`config.mk`:
```
export PLATFORM = sky130hd
export DESIGN_NAME = servo_command_frame_builder
export DESIGN_NICKNAME = d
export VERILOG_FILES = /design/src/sv/scfb_pkg.sv /design/src/sv/scfb_ctrl.sv /design/src/sv/scfb_datapath.sv /design/src/sv/servo_command_frame_builder.sv
export SDC_FILE = /design/constraint.sdc
export NUM_CORES = 1
export LEC_CHECK = 0
export BUFFER_PORTS_ARGS = -buffer_cell sky130_fd_sc_hd__buf_2
export CAP_MARGIN = 15
export CORE_ASPECT_RATIO = 0.9
export CORE_MARGIN = 2
export CORE_UTILIZATION = 55
export DETAILED_ROUTE_END_ITERATION = 10
export MAX_ROUTING_LAYER = met4
export PLACE_DENSITY = 0.87
export SLEW_MARGIN = 20
export SYNTH_ARGS = -nofsm -noshare
export SYNTH_HDL_FRONTEND = slang
export SYNTH_HIERARCHICAL = 1
export SYNTH_SLANG_ARGS = --single-unit
```
`constraint.sdc`:
```
create_clock -name i_clk -period 5.5 [get_ports i_clk]
set_input_delay 0.275 -clock i_clk [delete_from_list [all_inputs] [get_ports i_clk]]
set_output_delay 0.275 -clock i_clk [all_outputs]
set_load 0.05 [all_outputs]
```
`src/sv/scfb_pkg.sv`:
```
// ----------------------------------------------------------------------------
// scfb_pkg
// Shared types, frame constants and the CRC-8 byte update of the frame builder.
// ----------------------------------------------------------------------------
package scfb_pkg;

    localparam logic [7:0] FRAME_START = 8'h53;
    localparam logic [7:0] FRAME_END   = 8'h45;
    localparam logic [7:0] CRC_POLY    = 8'hD5;
    localparam logic [7:0] CRC_INIT    = 8'hFF;
    localparam logic [7:0] NODE_RESET  = 8'h01;

    localparam logic [1:0] OP_CONTROL = 2'd0;
    localparam logic [1:0] OP_MODE    = 2'd1;
    localparam logic [1:0] OP_TARGET  = 2'd2;
    localparam logic [1:0] OP_READ    = 2'd3;

    localparam logic [1:0] SEL_ZERO = 2'd0;
    localparam logic [1:0] SEL_ONE  = 2'd1;
    localparam logic [1:0] SEL_TWO  = 2'd2;

    localparam logic [3:0] LEN_CONTROL = 4'h6;
    localparam logic [3:0] LEN_MODE    = 4'h8;
    localparam logic [3:0] LEN_TARGET  = 4'hB;
    localparam logic [3:0] LEN_READ    = 4'h7;

    localparam logic [7:0] CMD_CONTROL = 8'h04;
    localparam logic [7:0] CMD_WRITE   = 8'h02;
    localparam logic [7:0] CMD_READ    = 8'h01;

    localparam logic [7:0] IDX_HIGH     = 8'h60;
    localparam logic [7:0] IDX_SPEED    = 8'hFF;
    localparam logic [7:0] IDX_POSITION = 8'h7A;
    localparam logic [7:0] IDX_TORQUE   = 8'h77;
    localparam logic [7:0] IDX_RD_SPEED = 8'h6C;
    localparam logic [7:0] IDX_RD_POS   = 8'h64;
    localparam logic [7:0] MODE_ONE     = 8'h01;
    localparam logic [7:0] MODE_THREE   = 8'h03;

    typedef logic [3:0] t_idx;

    typedef struct packed {
        logic capture;
        logic emit;
        t_idx idx;
    } t_cmd;

    typedef struct packed {
        logic out_free;
        t_idx last_idx;
    } t_status;

    function automatic logic [7:0] crc_update(input logic [7:0] crc, input logic [7:0] b);
        logic [7:0] c;
        c = crc ^ b;
        for (int k = 0; k < 8; k++) begin
            if (c[0]) begin
                c = (c >> 1) ^ CRC_POLY;
            end else begin
                c = c >> 1;
            end
        end
        return c;
    endfunction

endpackage

```
`src/sv/scfb_ctrl.sv`:
```
// ----------------------------------------------------------------------------
// scfb_ctrl
// Sequencer that accepts a request and steps through the bytes of its frame.
// ----------------------------------------------------------------------------
module scfb_ctrl (
    input  logic             i_clk,
    input  logic             i_rst_n,
    input  logic             i_valid,
    output logic             o_ready,
    input  scfb_pkg::t_status i_status,
    output scfb_pkg::t_cmd   o_cmd
);
    import scfb_pkg::*;

    localparam logic ST_IDLE = 1'b0;
    localparam logic ST_SEND = 1'b1;

    logic r_state, n_state;
    t_idx r_idx, n_idx;
    logic emit;

    assign o_ready = (r_state == ST_IDLE);
    assign emit    = (r_state == ST_SEND) && i_status.out_free;

    always_comb begin
        n_state = r_state;
        n_idx   = r_idx;
        unique case (r_state)
            ST_IDLE: begin
                if (i_valid) begin
                    n_state = ST_SEND;
                    n_idx   = '0;
                end
            end
            ST_SEND: begin
                if (emit) begin
                    if (r_idx == i_status.last_idx) begin
                        n_state = ST_IDLE;
                    end else begin
                        n_idx = r_idx + t_idx'(1);
                    end
                end
            end
            default: n_state = ST_IDLE;
        endcase
    end

    always_ff @(posedge i_clk) begin
        if (!i_rst_n) begin
            r_state <= ST_IDLE;
            r_idx   <= '0;
        end else begin
            r_state <= n_state;
            r_idx   <= n_idx;
        end
    end

    assign o_cmd.capture = o_ready && i_valid;
    assign o_cmd.emit    = emit;
    assign o_cmd.idx     = r_idx;

endmodule

```
`src/sv/scfb_datapath.sv`:
```
// ----------------------------------------------------------------------------
// scfb_datapath
// Request registers, frame byte selection, running CRC and output register.
// ----------------------------------------------------------------------------
module scfb_datapath (
    input  logic               i_clk,
    input  logic               i_rst_n,
    input  logic [1:0]         i_operation,
    input  logic [1:0]         i_object_select,
    input  logic [7:0]         i_control_byte,
    input  logic signed [31:0] i_target_value,
    input  logic               i_cfg_we,
    input  logic [7:0]         i_cfg_wdata,
    input  logic               i_ready,
    output logic               o_valid,
    output logic [7:0]         o_tx_byte,
    output logic               o_last_byte,
    input  scfb_pkg::t_cmd     i_cmd,
    output scfb_pkg::t_status  o_status
);
    import scfb_pkg::*;

    logic [7:0]  r_node;
    logic [1:0]  r_op;
    logic [1:0]  r_sel;
    logic [7:0]  r_ctrl;
    logic [31:0] r_data;
    logic [7:0]  r_crc;
    logic        r_valid;
    logic [7:0]  r_byte;
    logic        r_last;

    t_idx       len;
    logic [7:0] body;
    logic [7:0] byte_sel;
    logic       in_crc;

    always_comb begin
        unique case (r_op)
            OP_CONTROL: len = LEN_CONTROL;
            OP_MODE:    len = LEN_MODE;
            OP_TARGET:  len = LEN_TARGET;
            default:    len = LEN_READ;
        endcase
    end

    always_comb begin
        body = 8'h00;
        case (i_cmd.idx)
            4'd0: body = FRAME_START;
            4'd1: body = {4'h0, len};
            4'd2: body = r_node;
            4'd3: begin
                case (r_op)
                    OP_CONTROL: body = CMD_CONTROL;
                    OP_READ:    body = CMD_READ;
                    default:    body = CMD_WRITE;
                endcase
            end
            4'd4: begin
                case (r_op)
                    OP_CONTROL: body = r_ctrl;
                    OP_MODE:    body = IDX_HIGH;
                    OP_TARGET:  body = (r_sel == SEL_ONE) ? IDX_POSITION : IDX_SPEED;
                    default: begin
                        if (r_sel == SEL_ONE) begin
                            body = IDX_RD_SPEED;
                        end else if (r_sel == SEL_TWO) begin
                            body = IDX_RD_POS;
                        end else begin
                            body = IDX_TORQUE;
                        end
                    end
                endcase
            end
            4'd5: body = (r_op == OP_CONTROL) ? 8'h00 : IDX_HIGH;
            4'd6: body = 8'h00;
            4'd7: begin
                if (r_op == OP_MODE) begin
                    body = (r_sel == SEL_ONE) ? MODE_THREE : MODE_ONE;
                end else begin
                    body = r_data[7:0];
                end
            end
            4'd8:    body = r_data[15:8];
            4'd9:    body = r_data[23:16];
            4'd10:   body = r_data[31:24];
            default: body = 8'h00;
        endcase
    end

    always_comb begin
        if (i_cmd.idx == len) begin
            byte_sel = r_crc;
        end else if (i_cmd.idx == o_status.last_idx) begin
            byte_sel = FRAME_END;
        end else begin
            byte_sel = body;
        end
    end

    assign in_crc = (i_cmd.idx != '0) && (i_cmd.idx < len);

    always_ff @(posedge i_clk) begin
        if (!i_rst_n) begin
            r_node  <= NODE_RESET;
            r_valid <= 1'b0;
        end else begin
            if (i_cfg_we) begin
                r_node <= i_cfg_wdata;
            end
            if (i_cmd.emit) begin
                r_valid <= 1'b1;
            end else if (i_ready) begin
                r_valid <= 1'b0;
            end
        end
    end

    always_ff @(posedge i_clk) begin
        if (i_cmd.capture) begin
            r_op   <= i_operation;
            r_sel  <= i_object_select;
            r_ctrl <= i_control_byte;
            r_data <= i_target_value;
            r_crc  <= CRC_INIT;
        end else if (i_cmd.emit && in_crc) begin
            r_crc <= crc_update(r_crc, byte_sel);
        end
        if (i_cmd.emit) begin
            r_byte <= byte_sel;
            r_last <= (i_cmd.idx == o_status.last_idx);
        end
    end

    assign o_status.out_free = !r_valid || i_ready;
    assign o_status.last_idx = len + t_idx'(1);

    assign o_valid     = r_valid;
    assign o_tx_byte   = r_byte;
    assign o_last_byte = r_last;

endmodule

```
`src/sv/servo_command_frame_builder.sv`:
```
// ----------------------------------------------------------------------------
// servo_command_frame_builder
// Builds the serial frame of one servo command and sends it byte by byte.
// ----------------------------------------------------------------------------
// A request word (operation, object select, control byte, target value) is
// taken on the input channel when i_valid and o_ready are both high. The block
// then sends the frame 'S', length, node, command, body, CRC-8, 'E' on the
// output channel, one word per cycle while i_ready stays high, with o_last_byte
// high on the closing 'E'. A frame of length L (6, 7, 8 or 11) gives L+2 words.
// The byte sequencer produces one byte per cycle when not stalled and updates
// the CRC with each byte from the length through the body; o_ready is high
// only between frames. When the receiver holds i_ready low the output register
// keeps its word and the sequencer waits. The user must write the node number
// through i_cfg_we and i_cfg_wdata only while the block is idle; the block
// itself does not enforce this. Reset returns the sequencer to idle, clears
// the output valid and sets the node number to 1.
// ----------------------------------------------------------------------------
module servo_command_frame_builder (
    input  logic               i_clk,
    input  logic               i_rst_n,
    input  logic               i_valid,
    output logic               o_ready,
    input  logic [1:0]         i_operation,
    input  logic [1:0]         i_object_select,
    input  logic [7:0]         i_control_byte,
    input  logic signed [31:0] i_target_value,
    input  logic               i_cfg_we,
    input  logic [7:0]         i_cfg_wdata,
    output logic               o_valid,
    input  logic               i_ready,
    output logic [7:0]         o_tx_byte,
    output logic               o_last_byte
);
    import scfb_pkg::*;

    t_cmd    cmd;
    t_status status;

    scfb_ctrl u_ctrl (
        .i_clk    (i_clk),
        .i_rst_n  (i_rst_n),
        .i_valid  (i_valid),
        .o_ready  (o_ready),
        .i_status (status),
        .o_cmd    (cmd)
    );

    scfb_datapath u_datapath (
        .i_clk           (i_clk),
        .i_rst_n         (i_rst_n),
        .i_operation     (i_operation),
        .i_object_select (i_object_select),
        .i_control_byte  (i_control_byte),
        .i_target_value  (i_target_value),
        .i_cfg_we        (i_cfg_we),
        .i_cfg_wdata     (i_cfg_wdata),
        .i_ready         (i_ready),
        .o_valid         (o_valid),
        .o_tx_byte       (o_tx_byte),
        .o_last_byte     (o_last_byte),
        .i_cmd           (cmd),
        .o_status        (status)
    );

endmodule
```
# --- Yosys cells after proc, flatten, opt, wreduce, memory -nomap -nowiden ---
# Cells that the tools add are included.
classes:
  magnitude_cmp: 1
  add_sub_neg: 2
  mux: 44
  bitwise: 10
  eq_ne: 19
  reduce_logical: 11
ops:
  columns: ["op", "count"]
  rows:
  - ["$mux W8", 27]
  - ["$pmux W8 S10", 1]
  - ["$not A4 Y5", 8]
  - ["$pmux W8 S3", 1]
  - ["$eq A4 B3 Y1 const B", 3]
  - ["$eq A4 B4 Y1 const B", 3]
  - ["$mux W4", 3]
  - ["$pmux W4 S3", 1]
  - ["$add A4 B1 Y4 const B", 2]
  - ["$eq A4 B2 Y1 const B", 2]
  - ["$eq A4 B4 Y1", 2]
  - ["$pmux W4 S2", 1]
  - ["$xor A8 B8 Y8", 1]
  - ["$mux W7", 1]
  - ["$eq A2 B2 Y1 const B", 3]
  - ["$ne A2 B2 Y1 const B", 3]
  - ["$pmux W3 S2", 1]
  - ["$mux W1", 5]
  - ["$mux W5", 1]
  - ["$eq A2 B1 Y1 const B", 2]
  - ["$eq A4 B1 Y1 const B", 1]
  - ["$logic_and A1 B1 Y1", 4]
  - ["$logic_not A4 Y1", 1]
  - ["$lt A4 B4 Y1", 1]
  - ["9 further kinds", 9]
totals:
  wordCells: 98
  in_bits: 57
  reg_bits: 75

# --- Longest topological paths before layout ---
depth:
  ltp_word: 38
  mapped_depth: 16
  mapped_depth_nobuf: 15

# --- Cells and area by module ---
# Netlist, hierarchy kept.
modules_own_cells:
  columns: ["module", "area_per_inst_um2", "n_inst", "cells_each"]
  rows:
  - ["scfb_datapath", 3667.3, 1, 324]
  - ["scfb_ctrl", 312.8, 1, 34]

# --- Least setup slack after synthesis ---
# No wires, ideal clock.
synth_timing:
  kind: "reg2reg"
  start: "reg u_datapath.r_op[0]"
  end: "reg u_datapath.r_crc[1]"
  t_arrival_ps: 3961
  setup_slack_ps: 1411
  stages_incl_launch_ff: 17
  cell_sequence: "edfxtp_1 ha_1 clkbuf_1 nor2_1 inv_1 ha_1 nand4_1 o41ai_2 or4_1 buf_2 and2_1 or4_1 and3_1 buf_6 xnor3_2 xnor2_1 o21ai_1"
synth_lines:
  columns: ["item", "line_no", "rtl"]
  rows:
  - ["start: declaration", "scfb_datapath.sv:24", "logic [1:0] r_op;"]
  - ["start signal: assignment", "scfb_datapath.sv:122", "r_op <= i_operation;"]
  - ["end signal: assignment", "scfb_datapath.sv:128", "r_crc <= crc_update(r_crc, byte_sel);"]
  - ["end: declaration", "scfb_datapath.sv:28", "logic [7:0] r_crc;"]

==> results.md <==
- Fin Clk Skew: 8.76 ps
- Initial cell density of the core: 0.565
- Wire per inst: 17.2 um
- Post-synth top area share: 0.400
- Post-DRT Antenna Nets: 0
- Worst-case clock buffer depth: 2
- Hold Slack: 81.4 ps
- Fin crit share: 0.824
- CTS tree: done
- Area of the mapped netlist: 3980 um^2
- Pwr Density: 288 nW/um^2
- Area contributors post-synth: edfxtp_1 40%, dfxtp_1 11%, mux2i_1 4.3%
- NumNets Final: 491
- Non-filler instance count after layout: 520
- Top FF cell, synth: edfxtp_1
- Yosys reg bits: 75
- Setup Fix Bufs, Post-CTS: 0
- Largest net degree at the start of global routing: 52
- CTS clk-pin slew, worst paths: 90 ps
- Area grow syn2layout: 15.2%
- Commonest non-fill, non-tap cell in the layout: buf_2
- Most frequent cells in the layout: 67 x buf_2, 53 x edfxtp_1, 27 x nand2_1, 22 x dfxtp_1, 20 x nor2_1
- Total Power: 0.00132 W
- Post-route DRC: 0
- Post-cts resize count: 0
- Critical Path RT: 5720 ps
- Synth cell types: 64
- Std cell rows: 29
- Worst EP arrival: 4760 ps
- Post-Route WL: 8940 um
- Die X-Extent: 93.7 um
- Initial DRC count: 310
- Gpl congestion: 1.01
- Slew headroom: 0.520
- Die Height: 84.7 um
- Clock Latency Late Sink: 360 ps
- Max cap viols: 0
- Vias post-DR: 3070
- Sink Count: 75
- Yosys warns: 6
- Vias in the first global route: 2886
- Final Hold Vio Count: 0
- First-pass GRT wire length: 14300 um
- Seq/Total Area, Yosys: 0.511
- GRT Util Overall: 0.243
- Via density: 5.90
- Antenna violations before repair: 0
- Post-route cell area: 4590 um^2
- CP startpoint kind: register
- Max-slew violation count: 0
- Dpl cell area: 4380 um^2
- Cts bufs inserted: 9
- Filler Cell Count: 533
- Fmax: 221 MHz
- Proportion of layout cells with a drive suffix above 1: 0.234
- Worst Path Class, Setup: register to register
- CP Capture Type: register
- Crit path time final: 4530 ps
- HPWL after DPL: 6450 um
- Pre-antenna DRT Iters: 5
- Synthesized Nets: 427
- IO Pins: 68
- Global route overflow: 0
- LEAKAGE: 1.86 nW
- Fin Setup TNS: 0 ps
- Setup violations, final: 0
- EDFF count, synth: 53
- Status: completed
- Total die area: 7930 um^2
- Placed cell count: 504
- Root Driver: clkbuf_8
- H-tree Lvls: 3
- Critical Path Fanout Max: 10
- Core Area: 7040 um^2
- CTS Hold Bufs: 0
- Ys async rst share: 0
- Max rail drop VDD: 0.168 mV
- Area leader, netlist: edfxtp_1
- RSZ-0062 raised after global routing: false
- ANT cells: 0
- Post-Syn Instances: 358
- Avg Cell Area, Syn: 11.1 um^2
- I/O Buffers: 67
- Worst-margin pin slew: 719 ps
- Worst hold path class: primary input to register
## layer usage
layer  vias to the layer above  GRT usage  share of wire
met4                         0     0.0856          0.021
met5                         -          -              0
met2                       163      0.371           0.46
met3                        22     0.0539          0.085
li1                       1464          -              -
met1                      1421      0.322           0.44
## power by group
group          total (W)  switching [W]  internal [W]
Clock           0.000435       0.000219      0.000216
Combinational   0.000228       0.000129     0.0000990
Sequential      0.000656      0.0000164      0.000640
Total            0.00132       0.000365      0.000955
## sequential cells by signal, indices dropped and copies added (netlist names)
register                count
u_datapath/r_crc            8
u_datapath/r_data          32
u_datapath/r_op             2
u_datapath/o_last_byte      1
u_datapath/r_node           8
u_datapath/r_sel            2
u_ctrl/r_state              1
u_ctrl/r_idx                4
u_datapath/r_ctrl           8
u_datapath/o_valid          1
u_datapath/o_tx_byte        8
## cell type report
cell class | instances | area, um^2 | area share
tap | 93 | 116 | 0.0254
multi-input combinational | 249 | 1800 | 0.393
clock buffer | 9 | 124 | 0.0270
clock inverter | 7 | 80.1 | 0.0175
inverter | 15 | 56.3 | 0.0123
timing repair buffer | 72 | 373 | 0.0813
sequential | 75 | 2030 | 0.443
## critical path, cell delays in order (launching register included)
cell and delay [ps]:
edfxtp_1 490, ha_1 360, nor2_1 290, inv_1 80
ha_1 340, nand4_1 350, o41ai_2 230, or4_1 670
and2_1 210, or4_1 480, and3_1 230, xnor3_2 410
xnor2_1 180, o21ai_1 70
## cells in the mapped netlist (5+ instances only)
library cell / count
o21ai_0: 8
ha_1: 12
mux2i_1: 17
nor2_1: 20
buf_2: 10
nand3_1: 14
inv_1: 15
edfxtp_1: 53
a211o_1: 5
nand2b_1: 5
clkbuf_1: 6
nand2_1: 27
dfxtp_1: 22
o21ai_1: 5
nor2b_1: 19
a21oi_1: 15
xnor2_1: 17
## worst paths after layout
kind / from / end / slack, ps / cells after the start
setup / recovery: u_datapath/r_op[0] / u_datapath/r_crc[1] / 970 / 13
hold / removal: i_target_value[26] / u_datapath/r_data[26] / 80 / 1
hold reg to reg: u_datapath/r_node[0] / u_datapath/r_node[0] / 500 / 2
setup reg to reg: u_datapath/r_op[0] / u_datapath/r_crc[1] / 970 / 13
## kinds of logic (layout without fill, tap and decap cells)
kind of cell | after synthesis | count (layout) | synth area share
AOI/OAI and AO/OA | 81 | 81 | 0.151
adders and majority gates | 12 | 12 | 0.0377
buffers and inverters | 34 | 103 | 0.0380
muxes | 21 | 21 | 0.0541
DFF | 75 | 75 | 0.511
xor gates and xnor gates | 23 | 23 | 0.0578
and+or+nand+nor | 112 | 112 | 0.151
## stage by stage
step	setup slack, ps	util
6_report	967	0.651
2_1_floorplan	1410	-
5_1_grt	784	0.651
3_3_place_gp	1260	0.622
4_1_cts	1060	0.651
3_5_place_dp	1080	0.622
Power figures use the tool's default switching activity.
